--- src/hdl/sss_pkg.sv ---
// shared types, constants and tables of the sphere section direction sampler
`default_nettype none
package sss_pkg;

   localparam int FRAC_BITS         = 16;
   localparam int OUT_W             = FRAC_BITS + 2;
   localparam int ELEM_W            = 20;
   localparam int ROW_W             = 3 * ELEM_W;
   localparam int CORDIC_STAGES_DEF = 16;
   localparam int CORDIC_MAX        = 32;
   localparam int SQRT_STEPS        = 17;
   localparam int SQ_W              = 34;
   localparam int XY_W              = 34;
   localparam int Z_W               = 34;
   localparam int CSR_ADDR_W        = 6;
   localparam int CSR_DATA_W        = 64;

   localparam logic signed [XY_W-1:0] CORDIC_GAIN = 34'sh026DD3B6A;
   localparam logic signed [OUT_W-1:0] ONE_Q      = 18'sd65536;

   localparam logic [ROW_W-1:0] ROW0_RST     = 60'h0000_0000_0001_0000;
   localparam logic [ROW_W-1:0] ROW1_RST     = 60'h0000_0010_0000_0000;
   localparam logic [ROW_W-1:0] ROW2_RST     = 60'h0100_0000_0000_0000;
   localparam logic signed [17:0] COS_START_RST = 18'sd65536;
   localparam logic signed [18:0] COS_SPAN_RST  = -19'sd131072;
   localparam logic [15:0] AZ_START_RST      = 16'd0;
   localparam logic [16:0] AZ_SPAN_RST       = 17'd65536;

   typedef enum logic [2:0] {
      REG_ROW0      = 3'd0,
      REG_ROW1      = 3'd1,
      REG_ROW2      = 3'd2,
      REG_COS_START = 3'd3,
      REG_COS_SPAN  = 3'd4,
      REG_AZ_START  = 3'd5,
      REG_AZ_SPAN   = 3'd6
   } reg_index_type;

   typedef struct packed {
      logic [2:0][ROW_W-1:0] rows;
      logic signed [17:0]    cos_start;
      logic signed [18:0]    cos_span;
      logic [15:0]           az_start;
      logic [16:0]           az_span;
   } cfg_type;

   typedef struct packed {
      logic [SQ_W-1:0]          rem;
      logic [SQRT_STEPS-1:0]    root;
      logic signed [XY_W-1:0]   x;
      logic signed [XY_W-1:0]   y;
      logic signed [Z_W-1:0]    z;
      logic                     flip;
      logic signed [OUT_W-1:0]  cz;
   } iter_type;

   function automatic logic [31:0] atan_turn(input logic [4:0] k);
      logic [31:0] a;
      case (k)
         5'd0:  a = 32'h20000000;
         5'd1:  a = 32'h12E4051D;
         5'd2:  a = 32'h09FB385B;
         5'd3:  a = 32'h051111D4;
         5'd4:  a = 32'h028B0D43;
         5'd5:  a = 32'h0145D7E1;
         5'd6:  a = 32'h00A2F61E;
         5'd7:  a = 32'h00517C55;
         5'd8:  a = 32'h0028BE53;
         5'd9:  a = 32'h00145F2F;
         5'd10: a = 32'h000A2F98;
         5'd11: a = 32'h000517CC;
         5'd12: a = 32'h00028BE6;
         5'd13: a = 32'h000145F3;
         5'd14: a = 32'h0000A2F9;
         5'd15: a = 32'h0000517C;
         5'd16: a = 32'h000028BE;
         5'd17: a = 32'h0000145F;
         5'd18: a = 32'h00000A2F;
         5'd19: a = 32'h00000517;
         5'd20: a = 32'h0000028B;
         5'd21: a = 32'h00000145;
         5'd22: a = 32'h000000A2;
         5'd23: a = 32'h00000051;
         5'd24: a = 32'h00000028;
         5'd25: a = 32'h00000014;
         5'd26: a = 32'h0000000A;
         5'd27: a = 32'h00000005;
         5'd28: a = 32'h00000002;
         5'd29: a = 32'h00000001;
         default: a = 32'h00000000;
      endcase
      return a;
   endfunction

endpackage
`default_nettype wire

--- src/hdl/sss_front.sv ---
// front stages: input capture, polar cosine and azimuth, squared term and cordic setup
`default_nettype none
module sss_front (
   input  wire logic              clock,
   input  wire logic              reset,
   input  wire logic              advance,
   input  wire logic              in_valid,
   input  wire logic [15:0]       in_polar,
   input  wire logic [15:0]       in_azimuth,
   input  sss_pkg::cfg_type       cfg,
   output logic                   out_valid,
   output sss_pkg::iter_type      out_data
);
   logic        va_ff;
   logic [15:0] up_ff, ua_ff;
   logic        vb_ff;
   logic signed [17:0] cz_ff, cz_in;
   logic [15:0] phase_ff, phase_in;
   logic        vc_ff;
   sss_pkg::iter_type data_ff, data_in;

   logic signed [35:0] cprod;
   logic signed [20:0] crnd;
   logic signed [20:0] csum;
   logic [32:0]        aprod;
   logic signed [35:0] sqr;
   logic [31:0]        turn, tshift, tturn;

   always_comb begin
      cprod = 36'(cfg.cos_span) * 36'($signed({1'b0, up_ff}));
      crnd  = 21'((cprod + 36'sd32768) >>> 16);
      csum  = 21'(cfg.cos_start) + crnd;
      if (csum > 21'sd65536) begin
         cz_in = sss_pkg::ONE_Q;
      end else if (csum < -21'sd65536) begin
         cz_in = -sss_pkg::ONE_Q;
      end else begin
         cz_in = csum[17:0];
      end
      aprod    = 33'(cfg.az_span) * 33'(ua_ff);
      phase_in = cfg.az_start + aprod[31:16];
   end

   always_comb begin
      sqr          = 36'(cz_ff) * 36'(cz_ff);
      data_in.rem  = 34'h1_0000_0000 - sqr[33:0];
      data_in.root = '0;
      turn         = {phase_ff, 16'd0};
      tshift       = turn + 32'h4000_0000;
      data_in.flip = tshift[31];
      tturn        = tshift[31] ? (turn ^ 32'h8000_0000) : turn;
      data_in.z    = 34'($signed(tturn));
      data_in.x    = sss_pkg::CORDIC_GAIN;
      data_in.y    = '0;
      data_in.cz   = cz_ff;
   end

   always_ff @(posedge clock) begin
      if (reset) begin
         va_ff <= 1'b0;
         vb_ff <= 1'b0;
         vc_ff <= 1'b0;
      end else if (advance) begin
         va_ff <= in_valid;
         vb_ff <= va_ff;
         vc_ff <= vb_ff;
      end
   end

   always_ff @(posedge clock) begin
      if (advance) begin
         up_ff    <= in_polar;
         ua_ff    <= in_azimuth;
         cz_ff    <= cz_in;
         phase_ff <= phase_in;
         data_ff  <= data_in;
      end
   end

   assign out_valid = vc_ff;
   assign out_data  = data_ff;
endmodule
`default_nettype wire

--- config.mk ---
export PLATFORM = sky130hd
export DESIGN_NAME = sss_front
export DESIGN_NICKNAME = d
export VERILOG_FILES = /design/src/hdl/sss_pkg.sv /design/src/hdl/sss_front.sv
export SDC_FILE = /design/constraint.sdc
export NUM_CORES = 2
export LEC_CHECK = 0
export BUFFER_PORTS_ARGS = -buffer_cell sky130_fd_sc_hd__clkbuf_2
export CAP_MARGIN = 5
export CORE_AREA = 10 10 317 319
export CTS_CLUSTER_SIZE = 20
export DETAILED_ROUTE_END_ITERATION = 16
export DIE_AREA = 0 0 327 329
export GPL_TIMING_DRIVEN = 0
export SLEW_MARGIN = 15
export SYNTH_ARGS = -nofsm -noshare
export SYNTH_HDL_FRONTEND = slang
export SYNTH_SLANG_ARGS = --single-unit
--- constraint.sdc ---
create_clock -name clock -period 8.4 [get_ports clock]
set_input_delay 0.42 -clock clock [delete_from_list [all_inputs] [get_ports clock]]
set_output_delay 0.42 -clock clock [all_outputs]
set_load 0.005 [all_outputs]
==> metrics.cfg <==
[run_status]
outcome=finished, violations left
failed_checks=negative setup slack

[synth]
ys_types=67
ys_top_cells_by_count=inv_1, fa_1, nand2_1, ha_1, and2_1
synth-edff-count=133
synth-seq-area-share_pct=10.89
syn-mean-instance-area_sq_um=9.736
async_reset_ff_share_pct=0
synth.top_cells.by_area=fa_1, ha_1, edfxtp_1, inv_1, and2_1
yosys_warnings=0
synthCells=3824
synth_top_area_share_pct=43.61
synth_seq_cells=136
synth_area_leader_cell=fa_1
synth-main-ff-cell=edfxtp_1
synthesis.area_sq_um=37230
yosysMostFrequentCell=inv_1

[floorplan]
dieWidth_um=327
die_h_um=329
initial_core_util_pct=39.48
core_area_sq_um=94300
dieArea_sq_um=107600
rows=113
io_pins=459

[timing]
tns_ps=-2515
grt_setup_unrepaired=yes
min_period_ps=8626
setup_viol=15
fin_crit_sh_pct=102.7
drv_slew=0
max-slew-margin-rel_pct=45.00
tightest_slew_ps=825.0
fin_skew_ps=28.51
setup_slack_ps=-225.5
hold_violations=0
timing.fmax_mhz=115.9

[worst_setup_path]
rrSetupSlack_ps=-230
cp_common_cell=fa_1
path_max_fanout=6
r2r_start=up_ff[7]
cp.required_ps=8680
worst-setup-path-type=flip-flop to flip-flop
slowest_delay_ps=570
r2r_end=cz_ff[11]
critPathArrivalTime_ps=8910
endpoint_kind=flip-flop
critical_path.slowest_cell=fa_1
start_kind=flip-flop
r2r_cells=32
cp-startpoint=up_ff[7]

[placement]
gp_congestion=0.8939
portBuffers=177
dp_hpwl_um=78430

[final_layout]
area_delta_synth_final_pct=12.03
layout-drive-gt1-share_pct=12.01
nNetsFinal=5630

[routing]
vias=25560
post_drt_wl_per_cell_um=17.26
avgViaCountPerCell=4.692
drc=0
ant_nets=0
routed_wl_um=94050
drtIter0Drc=1317
drt_first_pass_iters=6

[global_routing]
antenna_found_initial=8
overflow=0
grt.total_usage_pct=17.97
grt_max_degree=80
grt_pass1_wl_um=150700
grt_pass1_vias=27180

[clock_tree]
cts_tree=built
clkLatencyLatePin_ps=520
clock_path_buffers=2
htree_num_levels=4
clk_pin_slew_ps=90
root_buffer=clkbuf_16
clock-sinks=136
cts_buffers=17

[min_path]
whs_endpoint=up_ff[6]
holdPathStages=1
hold_path.class=input port to flip-flop
hold_start=in_polar[6]

[flow_run]
cap_violations=0

==> worst max path at each step <==
stage	end	slack [ps]	depth (start not counted)
after global routing	cz_ff[11]	-530	33
after detailed placement	cz_ff[6]	-1180	34
after global placement	cz_ff[6]	-1190	34
final	cz_ff[11]	-230	32
after CTS	cz_ff[11]	-310	33
after floorplan	cz_ff[11]	20	33
==> layout make-up <==
cell class	instances	area [sq um]
fillers	9200	52600
multi-input cells	2576	29020
flip-flops and latches	136	4054
inverters	988	3709
well taps	1265	1583
repair buffers	243	1446
plain buffers	206	1300
clock buffers	18	429.2
clock inverters	14	162.7
diodes	3	7.507
==> worst max-delay path, delay by kind of cell (launching register included) <==
family / cells / cell delay [ps]
AOI/OAI and AO/OA: 13 / 2590
adders and majority gates: 8 / 3670
buffers and inverters: 4 / 200
and+or+nand+nor: 6 / 1260
xor gates and xnor gates: 1 / 150
DFF: 1 / 510
==> metal layers <==
metal | up-vias | track usage, % | wire [um]
met3 | 111 | 4.485 | 7328
met2 | 674 | 29.35 | 44780
met5 | - | 0 | 61
li1 | 11840 | - | -
met4 | 10 | 4.181 | 1635
met1 | 12930 | 23.88 | 40250
==> registers in the layout, summed over array words and instances, names as in the netlist <==
signal / flops
cz_ff: 18
va_ff: 1
out_data: 67
vb_ff: 1
up_ff: 16
ua_ff: 16
phase_ff: 16
out_valid: 1
==> layout by cell type, fill, tap and decap left out, drive strengths merged, types with 4 or more instances in the layout <==
cell | netlist | routed
nand3 | 16 | 16
nor2 | 74 | 74
clkbuf | 115 | 288
and3 | 6 | 6
xor2 | 38 | 38
conb | 2 | 101
a21o | 36 | 36
nand4 | 6 | 6
o21ai | 43 | 43
inv | 988 | 994
nor4 | 4 | 4
clkinvlp | 0 | 4
nand2b | 9 | 9
o31ai | 5 | 5
nor2b | 20 | 20
and2 | 352 | 352
mux2i | 5 | 5
a21boi | 7 | 7
and4 | 5 | 5
a21oi | 62 | 62
a31oi | 6 | 6
o21a | 17 | 17
edfxtp | 133 | 133
nand2 | 401 | 401
o211ai | 5 | 5
buf | 108 | 179
nor3 | 18 | 18
a211oi | 12 | 12
o21bai | 11 | 11
or2 | 5 | 5
fa | 811 | 811
ha | 365 | 365
xnor2 | 94 | 94
or3 | 4 | 4
==> logic make-up after synthesis <==
group                      after synthesis  synth area share (%)
xor gates and xnor gates               132                 3.105
and+or+nand+nor                        930                 12.46
AOI/OAI and AO/OA                      231                 4.215
DFF                                    136                 10.89
buffers and inverters                 1211                 13.27
muxes                                    6                0.1647
adders and majority gates             1176                 55.88
other                                    2               0.02017
==> stage by stage <==
step	setup WS, ps	hold slack, ps	cells	cell area, sq um	util [%]
after floorplan	20.67	400.3	3923	37620	-
after global placement	-1189	402.7	5365	40090	42.51
after detailed placement	-1184	406.8	5366	40130	42.55
after CTS	-314.9	28.84	5431	41330	43.83
after global routing	-534.5	45.16	5447	41700	44.22
final	-225.5	72.30	5449	41710	44.23
==> timing repair <==
| action | CTS | global route |
|---|---|---|
| pin swaps | 37 | 24 |
| resized for setup | 81 | 93 |
| endpoints found under the setup margin | 30 | 27 |
| hold buffers | 0 | 0 |
| gates cloned | 1 | 1 |
| buffers inserted | 47 | 16 |
Power is left out: the tool's default activity adds up to more than one toggle a clock period on the data nets, which glitch-free logic cannot reach.
